## config.mk

```make
export PLATFORM = sky130hd
export DESIGN_NAME = radio_session_stack_top
export DESIGN_NICKNAME = d
export VERILOG_FILES = /design/src/rtl/rss_pkg.sv /design/src/rtl/radio_session_stack_top.sv /design/src/rtl/rss_ctrl.sv /design/src/rtl/rss_datapath.sv
export SDC_FILE = /design/constraint.sdc
export NUM_CORES = 1
export LEC_CHECK = 0
export BUFFER_PORTS_ARGS = -buffer_cell sky130_fd_sc_hd__buf_2
export CAP_MARGIN = 10
export CORE_UTILIZATION = 30
export CTS_CLUSTER_DIAMETER = 200
export DETAILED_ROUTE_END_ITERATION = 8
export PLACE_DENSITY_LB_ADDON = 0.08
export SLEW_MARGIN = 20
export SYNTH_ARGS = -nofsm -noshare
export SYNTH_HDL_FRONTEND = slang
export SYNTH_SLANG_ARGS = --single-unit
export TNS_END_PERCENT = 100
```

## constraint.sdc

```tcl
create_clock -name clk_i -period 9.42 [get_ports clk_i]
set_input_delay 1.413 -clock clk_i [delete_from_list [all_inputs] [get_ports clk_i]]
set_output_delay 1.413 -clock clk_i [all_outputs]
set_load 0.01 [all_outputs]
```

## src/rtl/rss_pkg.sv

```systemverilog
// ----------------------------------------------------------------------------
// rss_pkg
// Shared types and constants of the radio session stack: operation codes,
// session entry layout, controller commands and datapath status.
// ----------------------------------------------------------------------------
package rss_pkg;

  localparam int DEPTH_DEF = 4;

  localparam int ID_W   = 8;
  localparam int WAIT_W = 16;
  localparam int OP_W   = 3;

  localparam logic [WAIT_W-1:0] WAIT_MAX   = 16'hFFFF;
  localparam logic [ID_W-1:0]   MASK_RESET = 8'd64;

  typedef enum logic [OP_W-1:0] {
    OP_NEW      = 3'd0,
    OP_EXTEND   = 3'd1,
    OP_POP      = 3'd2,
    OP_FLUSH    = 3'd3,
    OP_GETNEXT  = 3'd4,
    OP_INVITE   = 3'd5,
    OP_POSTPONE = 3'd6,
    OP_QUERY    = 3'd7
  } op_e;

  typedef struct packed {
    logic [ID_W-1:0]   applet;
    logic [WAIT_W-1:0] wait_cnt;
    logic [ID_W-1:0]   channel;
    logic [ID_W-1:0]   net_state;
    logic [ID_W-1:0]   dialog;
  } sess_t;

  typedef enum logic [3:0] {
    ACT_NONE,
    ACT_LOAD,
    ACT_SCAN,
    ACT_INSERT,
    ACT_DROP,
    ACT_GETNEXT,
    ACT_INVITE,
    ACT_POSTPONE,
    ACT_RESP
  } act_e;

  typedef struct packed {
    act_e act;
  } cmd_t;

  typedef struct packed {
    op_e  op;
    logic count_zero;
    logic room_new;
    logic room_ext;
    logic scan_hit;
    logic scan_end;
    logic front_init;
  } stat_t;

endpackage

```

## src/rtl/radio_session_stack_top.sv

```systemverilog
// ----------------------------------------------------------------------------
// radio_session_stack_top
// Ordered session list of a radio MAC with new, extend, pop, flush, get-next,
// invite, postpone and query operations; one result word per input word.
// ----------------------------------------------------------------------------
// One word is worked at a time. Query, new, pop, get-next and invite go
// from acceptance through an execute step and a result step. Extend and
// postpone walk the list one entry per cycle to find the first init session
// before they execute; extend starts behind the front and postpone at the
// front. Flush drops one front session per cycle until the list is empty
// or an init session is at its front. The result sits in an output
// register; the input side stalls while a word is being worked, and a
// result held up by a stall on the output delays the return to accepting.
// The init mask may be written only while the block is idle.
module radio_session_stack_top #(
  parameter int DEPTH = rss_pkg::DEPTH_DEF
) (
  input  logic                       clk_i,
  input  logic                       rst_ni,
  input  logic                       cfg_we_i,
  input  logic [rss_pkg::ID_W-1:0]   cfg_wdata_i,
  input  logic                       in_valid_i,
  output logic                       in_stall_o,
  input  logic [rss_pkg::OP_W-1:0]   in_op_i,
  input  logic [rss_pkg::ID_W-1:0]   in_applet_id_i,
  input  logic [rss_pkg::WAIT_W-1:0] in_wait_or_delay_i,
  input  logic [rss_pkg::ID_W-1:0]   in_channel_i,
  input  logic [rss_pkg::ID_W-1:0]   in_net_state_i,
  input  logic [rss_pkg::ID_W-1:0]   in_random_id_i,
  output logic                       out_valid_o,
  input  logic                       out_stall_i,
  output logic                       out_accepted_o,
  output logic [3:0]                 out_slot_o,
  output logic [4:0]                 out_count_o,
  output logic signed [4:0]          out_free_slots_o,
  output logic [rss_pkg::WAIT_W-1:0] out_next_wait_o,
  output logic [rss_pkg::ID_W-1:0]   out_front_channel_o,
  output logic [rss_pkg::ID_W-1:0]   out_front_net_state_o,
  output logic [rss_pkg::ID_W-1:0]   out_front_applet_o,
  output logic [rss_pkg::ID_W-1:0]   out_front_dialog_o,
  output logic [rss_pkg::WAIT_W-1:0] out_follower_wait_o
);

  rss_pkg::cmd_t  cmd;
  rss_pkg::stat_t stat;

  rss_ctrl u_ctrl (
    .clk_i       (clk_i),
    .rst_ni      (rst_ni),
    .in_valid_i  (in_valid_i),
    .in_stall_o  (in_stall_o),
    .in_op_i     (in_op_i),
    .out_valid_o (out_valid_o),
    .out_stall_i (out_stall_i),
    .stat_i      (stat),
    .cmd_o       (cmd)
  );

  rss_datapath #(
    .DEPTH (DEPTH)
  ) u_datapath (
    .clk_i                 (clk_i),
    .rst_ni                (rst_ni),
    .cmd_i                 (cmd),
    .stat_o                (stat),
    .cfg_we_i              (cfg_we_i),
    .cfg_wdata_i           (cfg_wdata_i),
    .in_op_i               (in_op_i),
    .in_applet_id_i        (in_applet_id_i),
    .in_wait_or_delay_i    (in_wait_or_delay_i),
    .in_channel_i          (in_channel_i),
    .in_net_state_i        (in_net_state_i),
    .in_random_id_i        (in_random_id_i),
    .out_accepted_o        (out_accepted_o),
    .out_slot_o            (out_slot_o),
    .out_count_o           (out_count_o),
    .out_free_slots_o      (out_free_slots_o),
    .out_next_wait_o       (out_next_wait_o),
    .out_front_channel_o   (out_front_channel_o),
    .out_front_net_state_o (out_front_net_state_o),
    .out_front_applet_o    (out_front_applet_o),
    .out_front_dialog_o    (out_front_dialog_o),
    .out_follower_wait_o   (out_follower_wait_o)
  );

endmodule

```

## src/rtl/rss_ctrl.sv

```systemverilog
// ----------------------------------------------------------------------------
// rss_ctrl
// Sequencer of the session stack: accepts one word, steps the datapath
// through scan, update and flush cycles, then loads the result register.
// ----------------------------------------------------------------------------
module rss_ctrl (
  input  logic                     clk_i,
  input  logic                     rst_ni,
  input  logic                     in_valid_i,
  output logic                     in_stall_o,
  input  logic [rss_pkg::OP_W-1:0] in_op_i,
  output logic                     out_valid_o,
  input  logic                     out_stall_i,
  input  rss_pkg::stat_t           stat_i,
  output rss_pkg::cmd_t            cmd_o
);

  localparam logic [2:0] S_IDLE  = 3'd0;
  localparam logic [2:0] S_SCAN  = 3'd1;
  localparam logic [2:0] S_FLUSH = 3'd2;
  localparam logic [2:0] S_EXEC  = 3'd3;
  localparam logic [2:0] S_RESP  = 3'd4;

  logic [2:0] state_q, state_d;
  logic       out_valid_q, out_valid_d;
  rss_pkg::op_e in_op;

  assign in_op       = rss_pkg::op_e'(in_op_i);
  assign in_stall_o  = (state_q != S_IDLE);
  assign out_valid_o = out_valid_q;

  always_comb begin
    state_d     = state_q;
    out_valid_d = out_valid_q & out_stall_i;
    cmd_o.act   = rss_pkg::ACT_NONE;
    unique case (state_q)
      S_IDLE: begin
        if (in_valid_i) begin
          cmd_o.act = rss_pkg::ACT_LOAD;
          priority if (in_op == rss_pkg::OP_EXTEND || in_op == rss_pkg::OP_POSTPONE) begin
            state_d = S_SCAN;
          end else if (in_op == rss_pkg::OP_FLUSH) begin
            state_d = S_FLUSH;
          end else begin
            state_d = S_EXEC;
          end
        end
      end
      S_SCAN: begin
        // walk one entry a cycle until an init session or the back
        if (stat_i.scan_hit || stat_i.scan_end) begin
          state_d = S_EXEC;
        end else begin
          cmd_o.act = rss_pkg::ACT_SCAN;
        end
      end
      S_FLUSH: begin
        if (!stat_i.count_zero && !stat_i.front_init) begin
          cmd_o.act = rss_pkg::ACT_DROP;
        end else begin
          state_d = S_RESP;
        end
      end
      S_EXEC: begin
        state_d = S_RESP;
        unique case (stat_i.op)
          rss_pkg::OP_NEW: begin
            if (stat_i.room_new) cmd_o.act = rss_pkg::ACT_INSERT;
          end
          rss_pkg::OP_EXTEND: begin
            if (stat_i.room_ext) cmd_o.act = rss_pkg::ACT_INSERT;
          end
          rss_pkg::OP_POP: begin
            if (!stat_i.count_zero) cmd_o.act = rss_pkg::ACT_DROP;
          end
          rss_pkg::OP_GETNEXT:  cmd_o.act = rss_pkg::ACT_GETNEXT;
          rss_pkg::OP_INVITE:   cmd_o.act = rss_pkg::ACT_INVITE;
          rss_pkg::OP_POSTPONE: cmd_o.act = rss_pkg::ACT_POSTPONE;
          default:              cmd_o.act = rss_pkg::ACT_NONE;
        endcase
      end
      S_RESP: begin
        // result register free or being emptied this cycle
        if (!out_valid_q || !out_stall_i) begin
          cmd_o.act   = rss_pkg::ACT_RESP;
          out_valid_d = 1'b1;
          state_d     = S_IDLE;
        end
      end
      default: begin
        state_d = S_IDLE;
      end
    endcase
  end

  always_ff @(posedge clk_i or negedge rst_ni) begin
    if (!rst_ni) begin
      state_q     <= S_IDLE;
      out_valid_q <= 1'b0;
    end else begin
      state_q     <= state_d;
      out_valid_q <= out_valid_d;
    end
  end

endmodule

```

## src/rtl/rss_datapath.sv

```systemverilog
// ----------------------------------------------------------------------------
// rss_datapath
// Session entries, count, init mask, scan pointer and result register of the
// session stack; each cycle it carries out the one command it is given.
// ----------------------------------------------------------------------------
module rss_datapath #(
  parameter int DEPTH = rss_pkg::DEPTH_DEF
) (
  input  logic                       clk_i,
  input  logic                       rst_ni,
  input  rss_pkg::cmd_t              cmd_i,
  output rss_pkg::stat_t             stat_o,
  input  logic                       cfg_we_i,
  input  logic [rss_pkg::ID_W-1:0]   cfg_wdata_i,
  input  logic [rss_pkg::OP_W-1:0]   in_op_i,
  input  logic [rss_pkg::ID_W-1:0]   in_applet_id_i,
  input  logic [rss_pkg::WAIT_W-1:0] in_wait_or_delay_i,
  input  logic [rss_pkg::ID_W-1:0]   in_channel_i,
  input  logic [rss_pkg::ID_W-1:0]   in_net_state_i,
  input  logic [rss_pkg::ID_W-1:0]   in_random_id_i,
  output logic                       out_accepted_o,
  output logic [3:0]                 out_slot_o,
  output logic [4:0]                 out_count_o,
  output logic signed [4:0]          out_free_slots_o,
  output logic [rss_pkg::WAIT_W-1:0] out_next_wait_o,
  output logic [rss_pkg::ID_W-1:0]   out_front_channel_o,
  output logic [rss_pkg::ID_W-1:0]   out_front_net_state_o,
  output logic [rss_pkg::ID_W-1:0]   out_front_applet_o,
  output logic [rss_pkg::ID_W-1:0]   out_front_dialog_o,
  output logic [rss_pkg::WAIT_W-1:0] out_follower_wait_o
);

  localparam int CW = $clog2(DEPTH + 1);
  localparam int IW = $clog2(DEPTH);

  rss_pkg::sess_t ent_q [DEPTH];
  rss_pkg::sess_t ent_d [DEPTH];
  rss_pkg::sess_t item_q, item_d;
  rss_pkg::op_e   op_q, op_d;

  logic [CW-1:0]              count_q, count_d;
  logic [CW-1:0]              scan_q, scan_d;
  logic [rss_pkg::ID_W-1:0]   mask_q;
  logic                       acc_q, acc_d;
  logic [IW-1:0]              slot_q, slot_d;
  logic [rss_pkg::WAIT_W-1:0] nw_q, nw_d;
  logic                       got_q, got_d;

  logic [IW-1:0]              scan_idx;
  rss_pkg::sess_t             scan_ent;
  logic                       scan_hit;
  logic [CW-1:0]              ins_pos;
  logic [rss_pkg::WAIT_W:0]   sum;
  logic [rss_pkg::WAIT_W-1:0] sat_wait;
  logic                       have_front;
  logic                       have_follower;

  assign scan_idx      = scan_q[IW-1:0];
  assign scan_ent      = ent_q[scan_idx];
  assign scan_hit      = (scan_q < count_q) && ((scan_ent.net_state & mask_q) != '0);
  assign have_front    = (count_q != '0);
  assign have_follower = (count_q >= CW'(2));

  // extend goes before the init session found, else to the back
  assign ins_pos = (op_q == rss_pkg::OP_EXTEND && scan_hit) ? scan_q : count_q;

  assign sum      = {1'b0, scan_ent.wait_cnt} + {1'b0, item_q.wait_cnt};
  assign sat_wait = sum[rss_pkg::WAIT_W] ? rss_pkg::WAIT_MAX : sum[rss_pkg::WAIT_W-1:0];

  assign stat_o.op         = op_q;
  assign stat_o.count_zero = !have_front;
  assign stat_o.room_new   = (count_q <= CW'(DEPTH - 2));
  assign stat_o.room_ext   = (count_q < CW'(DEPTH));
  assign stat_o.scan_hit   = scan_hit;
  assign stat_o.scan_end   = (scan_q >= count_q);
  assign stat_o.front_init = have_front && ((ent_q[0].net_state & mask_q) != '0);

  always_comb begin
    ent_d   = ent_q;
    item_d  = item_q;
    op_d    = op_q;
    count_d = count_q;
    scan_d  = scan_q;
    acc_d   = acc_q;
    slot_d  = slot_q;
    nw_d    = nw_q;
    got_d   = got_q;
    unique case (cmd_i.act)
      rss_pkg::ACT_LOAD: begin
        op_d             = rss_pkg::op_e'(in_op_i);
        item_d.applet    = in_applet_id_i;
        item_d.wait_cnt  = in_wait_or_delay_i;
        item_d.channel   = in_channel_i;
        item_d.net_state = in_net_state_i;
        item_d.dialog    = in_random_id_i;
        acc_d            = 1'b0;
        slot_d           = '0;
        nw_d             = '0;
        got_d            = 1'b0;
        scan_d           = (rss_pkg::op_e'(in_op_i) == rss_pkg::OP_EXTEND) ? CW'(1) : '0;
      end
      rss_pkg::ACT_SCAN: begin
        scan_d = scan_q + CW'(1);
      end
      rss_pkg::ACT_INSERT: begin
        for (int k = 1; k < DEPTH; k++) begin
          if (CW'(k) > ins_pos) ent_d[k] = ent_q[k-1];
        end
        for (int k = 0; k < DEPTH; k++) begin
          if (CW'(k) == ins_pos) ent_d[k] = item_q;
        end
        count_d = count_q + CW'(1);
        acc_d   = 1'b1;
        slot_d  = ins_pos[IW-1:0];
      end
      rss_pkg::ACT_DROP: begin
        for (int k = 0; k < DEPTH - 1; k++) begin
          ent_d[k] = ent_q[k+1];
        end
        count_d = count_q - CW'(1);
      end
      rss_pkg::ACT_GETNEXT: begin
        if (have_front) begin
          nw_d              = ent_q[0].wait_cnt;
          ent_d[0].wait_cnt = '0;
        end
        got_d = 1'b1;
      end
      rss_pkg::ACT_INVITE: begin
        if (have_follower) begin
          ent_d[1].wait_cnt  = '0;
          ent_d[1].net_state = ent_q[1].net_state & ~mask_q;
        end
      end
      rss_pkg::ACT_POSTPONE: begin
        if (scan_hit) begin
          for (int k = 0; k < DEPTH; k++) begin
            if (IW'(k) == scan_idx) ent_d[k].wait_cnt = sat_wait;
          end
        end
      end
      default: begin
      end
    endcase
  end

  always_ff @(posedge clk_i or negedge rst_ni) begin
    if (!rst_ni) begin
      count_q <= '0;
      scan_q  <= '0;
      mask_q  <= rss_pkg::MASK_RESET;
    end else begin
      count_q <= count_d;
      scan_q  <= scan_d;
      if (cfg_we_i) mask_q <= cfg_wdata_i;
    end
  end

  always_ff @(posedge clk_i) begin
    ent_q  <= ent_d;
    item_q <= item_d;
    op_q   <= op_d;
    acc_q  <= acc_d;
    slot_q <= slot_d;
    nw_q   <= nw_d;
    got_q  <= got_d;
  end

  // result register
  always_ff @(posedge clk_i) begin
    if (cmd_i.act == rss_pkg::ACT_RESP) begin
      out_accepted_o      <= acc_q;
      out_slot_o          <= 4'(slot_q);
      out_count_o         <= 5'(count_q);
      out_free_slots_o    <= 5'(DEPTH) - 5'(count_q) - 5'd1;
      out_next_wait_o     <= got_q ? nw_q : (have_front ? ent_q[0].wait_cnt : '0);
      out_front_channel_o   <= have_front ? ent_q[0].channel : '0;
      out_front_net_state_o <= have_front ? ent_q[0].net_state : '0;
      out_front_applet_o    <= have_front ? ent_q[0].applet : '0;
      out_front_dialog_o    <= have_front ? ent_q[0].dialog : '0;
      out_follower_wait_o   <= have_follower ? ent_q[1].wait_cnt : rss_pkg::WAIT_MAX;
    end
  end

endmodule

```

==> impl_metrics.tcl, run 1 <==
set metrics [dict create \
    outcome "finished, final reports clean" \
    start_util_pct 30.4 \
    leakagePower_uw 0.00757 \
    gr-total-overflow 0 \
    wl_per_cell_um 20.8 \
    fin_skew_ns 0.0288 \
    fin_tns_setup_ns 0 \
    cts_resized 0 \
    root_buffer "clkbuf_16" \
    drv_slew 0 \
    critPathLaunchType "register" \
    period_minus_slack_ns 5.13 \
    fin_crit_sh_pct 54.4 \
    cp.required_ns 9.60 \
    min_path_type "reg -> reg" \
    power_density_mw_per_mm2 293 \
    yosys.area.top_type_share_pct 59.1 \
    via_per_inst 4.90 \
    synth_area_leader_cell "edfxtp_1" \
    dp_hpwl_mm 29.0 \
    clock.fmax_ghz 0.195 \
    post-route-cell-area_mm2 0.0201 \
    synth_area_mm2 0.0172 \
    io-pin-count 145 \
    tritoncts "done" \
    first_global_vias 11400 \
    maxCapViolCount 0 \
    finalSetupViolCount 0 \
    core_mm2 0.0565 \
    drt_iter0_drc 657 \
    worst_ep_arrival_time_ns 5.31 \
    rrSetupSlack_ns 4.29 \
    timing.hold.ws_ns 0.418 \
    synth_edf_count 338 \
    gp_congestion 0.796 \
    final_layout_size_suffix_gt1_share_pct 21.2 \
    synthToLayoutAreaGrowth_pct 16.9 \
    max_slew_margin_pct 32.4 \
    ir_drop_uv 123 \
    ctsHoldBuffers 0 \
    rsz0062_at_grt "no" \
    dr.pass1.iters 5 \
    antenna_cells 0 \
    yosysMostFrequentCell "edfxtp_1" \
    worstMarginPinSlew_ns 1.01 \
    synth_area_leaders "edfxtp_1, mux2i_1, nand2_1" \
    synth_cell_type_count 68 \
    ff2ff_path_depth 12 \
    critPathMaxFanout 35 \
    ant_nets 0 \
    dieArea_mm2 0.0582 \
    htreeDepth 2 \
    grt_usage_pct 16.6 \
    yosysWarnings 0 \
    drc 0 \
    synthCells 1361 \
    ys.flop_type "edfxtp_1" \
    worstSkewPairLatency_ns 0.59 \
    detailed_place.area_mm2 0.0187 \
    die_y_um 241 \
    synthArstFlopShare_pct 5.06 \
    port-buffer-count 140 \
    hold_path_depth 0 \
    finalNetCount 1591 \
    synthTopCellsByCount "edfxtp_1, nand2_1, mux2i_1" \
    ys_seq_elements 356 \
    synth-seq-area-share_pct 61.7 \
    numCtsBuffers 44 \
    cts_setup_buffers 0 \
    clockBufferDepth 3 \
    end_kind "register" \
    hold_viol 0 \
    worstSetupPathType "reg -> reg" \
    clkTransAtPathRegs_ns 0.05 \
    synth_area_per_cell_um2 12.6 \
    die-width_um 241 \
    cts.sinks 356 \
    grt_pass1_wl_mm 72.4 \
    vias 11200 \
    finalPower_uw 5870 \
    antenna_found_initial 0 \
    rows 87 \
    wl_mm 47.4 \
    grt_max_degree 115 \
]
-- cell families after synthesis --
family / after synthesis / share of synthesized area [%]
flops: 356 / 61.7
fa+ha+maj: 29 / 2.20
xor+xnor: 17 / 0.867
buf+inv: 102 / 2.71
compound gates: 251 / 8.86
mux: 184 / 12.5
other cells: 1 / 0.0218
simple gates: 421 / 11.1
-- cells in the final DEF (no fill, tap or decap), types with 5 or more instances in the layout --
cell and count:
o21ai_0 111, clkbuf_16 44, edfxtp_1 338, a311oi_1 8, nor2_1 33, and2_1 18, o211ai_1 17, or2_2 19
a21oi_1 52, nor2b_1 37, ha_1 27, xnor2_1 14, mux4_2 19, dfrtp_1 17, buf_4 24, mux2i_1 115
mux2_2 44, a22oi_1 16, clkbuf_1 13, nand3_1 25, buf_2 140, clkinv_2 6, o22ai_1 5, clkinv_1 8
nand2_1 253, a21o_1 5, inv_1 23, and3_1 10
-- worst paths after layout --
path	from	end
max in group asynchronous	rst_ni	u_datapath.mask_q[6]$_DFFE_PN1P_
hold / removal	u_datapath.acc_q$_DFFE_PP_	u_datapath.out_accepted_o$_DFFE_PN_
setup reg to reg	u_datapath.count_q[0]$_DFFE_PN0P_	u_datapath.ent_q[129]$_DFFE_PP_
hold reg to reg	u_datapath.acc_q$_DFFE_PP_	u_datapath.out_accepted_o$_DFFE_PN_
setup / recovery	u_datapath.count_q[0]$_DFFE_PN0P_	u_datapath.ent_q[129]$_DFFE_PP_
min in group asynchronous	rst_ni	u_ctrl.out_valid_o$_DFF_PN0_
-- per-layer routing --
metal  up-vias  track usage (%)  share of wire, %
met5         -                0                 0
met4         0             4.47               2.0
met3        63             2.59               3.7
met2       245             27.1                47
met1      5590             23.0                48
li1       5309                -                 -
-- stage by stage --
stage | setup slack (ns) | cells | utilization, %
after global placement | 4.38 | 2208 | 33.1
final | 4.29 | 2286 | 35.5
after global routing | 3.79 | 2286 | 35.5
after floorplan | 2.87 | 1364 | -
after detailed placement | 4.25 | 2208 | 33.1
after CTS | 4.20 | 2286 | 35.5
-- critical path, cell delays in order, from the launching register on --
cell	delay, ns
dfrtp_1	0.50
inv_1	0.27
ha_1	0.20
ha_1	0.15
buf_4	0.48
clkinv_1	0.62
a21oi_1	0.35
o22ai_1	0.19
nor2_1	0.31
o21ai_1	0.30
nor2_1	0.25
or2_2	0.31
a21o_1	0.80
-- area by class of cell --
class	count	area, µm²
multi-input combinational	906	6190
tap	756	946
inverter	25	93.8
clock buffer	58	1160
sequential	356	10600
fill	5547	36400
clock inverter	20	180
timing repair buffer	165	892
-- sequential cells by signal, summed over array words and instances, names as in the netlist, 2 cells and up --
signal                            cells
u_datapath.out_next_wait_o           16
u_datapath.nw_q                      16
u_datapath.out_follower_wait_o       16
u_datapath.out_front_applet_o         8
u_datapath.out_front_dialog_o         8
u_datapath.out_free_slots_o           5
u_datapath.slot_q                     2
u_datapath.out_count_o                3
u_datapath.item_q                    48
u_datapath.out_front_net_state_o      8
u_datapath.ent_q                    192
u_ctrl.state_q                        3
u_datapath.scan_q                     3
u_datapath.count_q                    3
u_datapath.out_slot_o                 2
u_datapath.out_front_channel_o        8
u_datapath.op_q                       3
u_datapath.mask_q                     8
-- power by group --
group          switching [µW]  leakage, µW  internal [µW]
Sequential                201      0.00331           2210
Combinational            1140      0.00361            715
Clock                     678     0.000648            925
Total                    2020      0.00757           3850
(Power assumes the default switching activity.)
==> run 2, diff against run 1 <==
==> constraint.sdc (replaced) <==
create_clock -name clk_i -period 5.25 [get_ports clk_i]
set_input_delay 0.7875 -clock clk_i [delete_from_list [all_inputs] [get_ports clk_i]]
set_output_delay 0.7875 -clock clk_i [all_outputs]
set_load 0.01 [all_outputs]
==> run 2 against run 1 <==
Core utilization increased by 0.30 points; critical path depth unchanged; sequential share of layout area decreased by 0.44 points; non-clock buffer count increased by 16; power increased by 83%; combinational power increased by 83%; cell count increased by 0.70%; die area unchanged; maximum frequency increased by 21%; sequential power increased by 80%; largest cell class unchanged; largest power group unchanged; highest routed layer unchanged.
==> impl_metrics.tcl, run 2 (synthesis results as in run 1) <==
set metrics [dict create \
    critPathMaxStageDelay_ns 0.56 \
    antenna_found_initial 1 \
    finalPower_uw 10700 \
    comb_power_share_pct 31.7 \
    finalNetCount 1606 \
    die-width_um 241 \
    final_common_cell "edfxtp_1" \
    cp.buffers_inverters 3 \
    cts_setup_buffers 0 \
    ctsHoldBuffers 0 \
    grtUsageMet2_pct 27.0 \
    antenna_cells 0 \
    outcome "finished, final reports clean" \
    critPathLaunchType "register" \
    synthToLayoutAreaGrowth_pct 17.9 \
    cp_top_family "compound AO/OA/AOI/OAI gates" \
    cp.required_ns 5.46 \
    grt_max_degree 120 \
    critPathMaxFanout 32 \
    rrSetupSlack_ns 1.02 \
    largest-register "u_datapath.ent_q" \
    rows 87 \
    hold_viol 0 \
    max_slew_margin_pct 32.1 \
    multiInputGateArea_mm2 0.00620 \
    dr.pass1.iters 5 \
    clkTransAtPathRegs_ns 0.06 \
    ant_nets 0 \
    leakagePower_uw 0.00767 \
    root_buffer "clkbuf_16" \
    layout_common_cells "edfxtp_1, nand2_1, buf_2" \
    r2r_start "u_datapath.count_q[0]$_DFFE_PN0P_" \
    final_layout_size_suffix_gt1_share_pct 22.3 \
    clockBufferDepth 3 \
    use_met1_pct 24.1 \
    worst_ep_arrival_time_ns 4.44 \
    vias 11200 \
    post-route-cell-area_mm2 0.0202 \
    critical_path.startpoint "u_datapath.count_q[0]$_DFFE_PN0P_" \
    power_switching_uw 3710 \
    switching_share_pct 34.6 \
    tritoncts "done" \
    wl_per_cell_um 21.0 \
    crit_slowest_cell "dfrtp_1" \
    period_minus_slack_ns 4.23 \
    seq_power_share_pct 40.6 \
    cts_resized 0 \
    rsz0062_at_grt "no" \
    start_util_pct 30.4 \
    min_path_type "in -> async" \
    final-seq-area_mm2 0.0106 \
    die_y_um 241 \
    critical_path_depth 12 \
    worstSkewPairLatency_ns 0.59 \
    grt_use_met3_pct 2.65 \
    fin_crit_sh_pct 80.6 \
    largest_registers "u_datapath.ent_q: 192 flops, u_datapath.item_q: 48 flops" \
    end_kind "register" \
    p_int_uw 7010 \
    largest_reg_flops 192 \
    timing.rr.end "u_datapath.ent_q[49]$_DFFE_PP_" \
    ir_drop_uv 241 \
    fin_tns_setup_ns 0 \
    drv_slew 0 \
    dp_hpwl_mm 30.4 \
    finalSetupViolCount 0 \
    cts.sinks 356 \
    power_density_mw_per_mm2 530 \
    htreeDepth 2 \
    maxCapViolCount 0 \
    io-pin-count 145 \
    grt_busiest_layer "met2" \
    fin_skew_ns 0.0205 \
    endpoint "u_datapath.ent_q[49]$_DFFE_PP_" \
    detailed_place.area_mm2 0.0189 \
    grt_usage_pct 17.1 \
    gr-total-overflow 0 \
    worstSetupPathType "reg -> reg" \
    drt_iter0_drc 685 \
    wl_mm 48.4 \
    gp_congestion 0.761 \
    numCtsBuffers 43 \
    core_mm2 0.0565 \
    grt_pass1_wl_mm 74.5 \
    n_fill_cell 5567 \
    clock_power_share_pct 27.8 \
    port-buffer-count 140 \
    first_global_vias 11700 \
    dieArea_mm2 0.0582 \
    worstMarginPinSlew_ns 1.02 \
    ff2ff_path_depth 12 \
    drc 0 \
    clock.fmax_ghz 0.236 \
    cp_cell_sequence "inv_1, ha_1, ha_2, a211oi_1, nand4_1, o22ai_1, nor2_1, o21ai_1, inv_1, and2_1, a21oi_4, buf_4" \
    via_per_inst 4.89 \
    cpMostUsedCell "inv_1" \
]
[run 2: cell count changes in the layout (fill, tap and decap cells not counted), moves of 2 or more]
cell / delta
bufinv_16: +2
inv_16: +2
buf_4: +15
clkinv_1: +3
clkinv_8: -3
clkbuf_1: -7
buf_12: +2
clkinv_2: +4
[run 2: layer usage]
metal  wire, µm  up-vias
met4        881        0
met5          0        -
met1      23200     5595
met3       2020       57
met2      22300      260
li1           -     5335
[run 2: cell type report]
class / count / area share, %
repair buffers: 181 / 5.11
well taps: 756 / 4.67
multi-input cells: 906 / 30.6
inverters: 25 / 0.464
clock inverters: 29 / 1.34
flip-flops and latches: 356 / 52.4
clock buffers: 49 / 5.43
[run 2: through the flow]
step	hold WS [ns]	worst slack (ns)	utilization [%]	std cells
after global routing	0.178	0.649	35.8	2302
after global placement	0.411	1.07	33.4	2224
final	0.174	1.02	35.8	2302
after CTS	0.154	0.979	35.8	2302
after detailed placement	0.410	1.03	33.4	2224
after floorplan	0.400	0.262	-	1364
[run 2: how the worst min path moves through the flow]
stage,from,end,slack [ns],cells past startpoint
finish,rst_ni,u_datapath.mask_q[3]$_DFFE_PN0P_,0.17,1
global placement,u_datapath.slot_q[1]$_SDFFCE_PN0P_,u_datapath.out_slot_o[1]$_DFFE_PN_,0.41,0
floorplan,u_datapath.acc_q$_DFFE_PP_,u_datapath.out_accepted_o$_DFFE_PN_,0.40,0
global route,rst_ni,u_datapath.scan_q[2]$_DFFE_PN0P_,0.18,1
detailed placement,u_datapath.slot_q[1]$_SDFFCE_PN0P_,u_datapath.out_slot_o[1]$_DFFE_PN_,0.41,0
CTS,rst_ni,u_datapath.mask_q[3]$_DFFE_PN0P_,0.15,1
[run 2: power groups by stage]
stage                     Clock, µW  Combinational (µW)  Sequential, µW
after detailed placement          0                3460            4410
after global placement            0                3450            4410
after CTS                      3080                3480            4360
after floorplan                   0                2360            4320
after global routing           3180                3800            4420
final                          2980                3400            4350
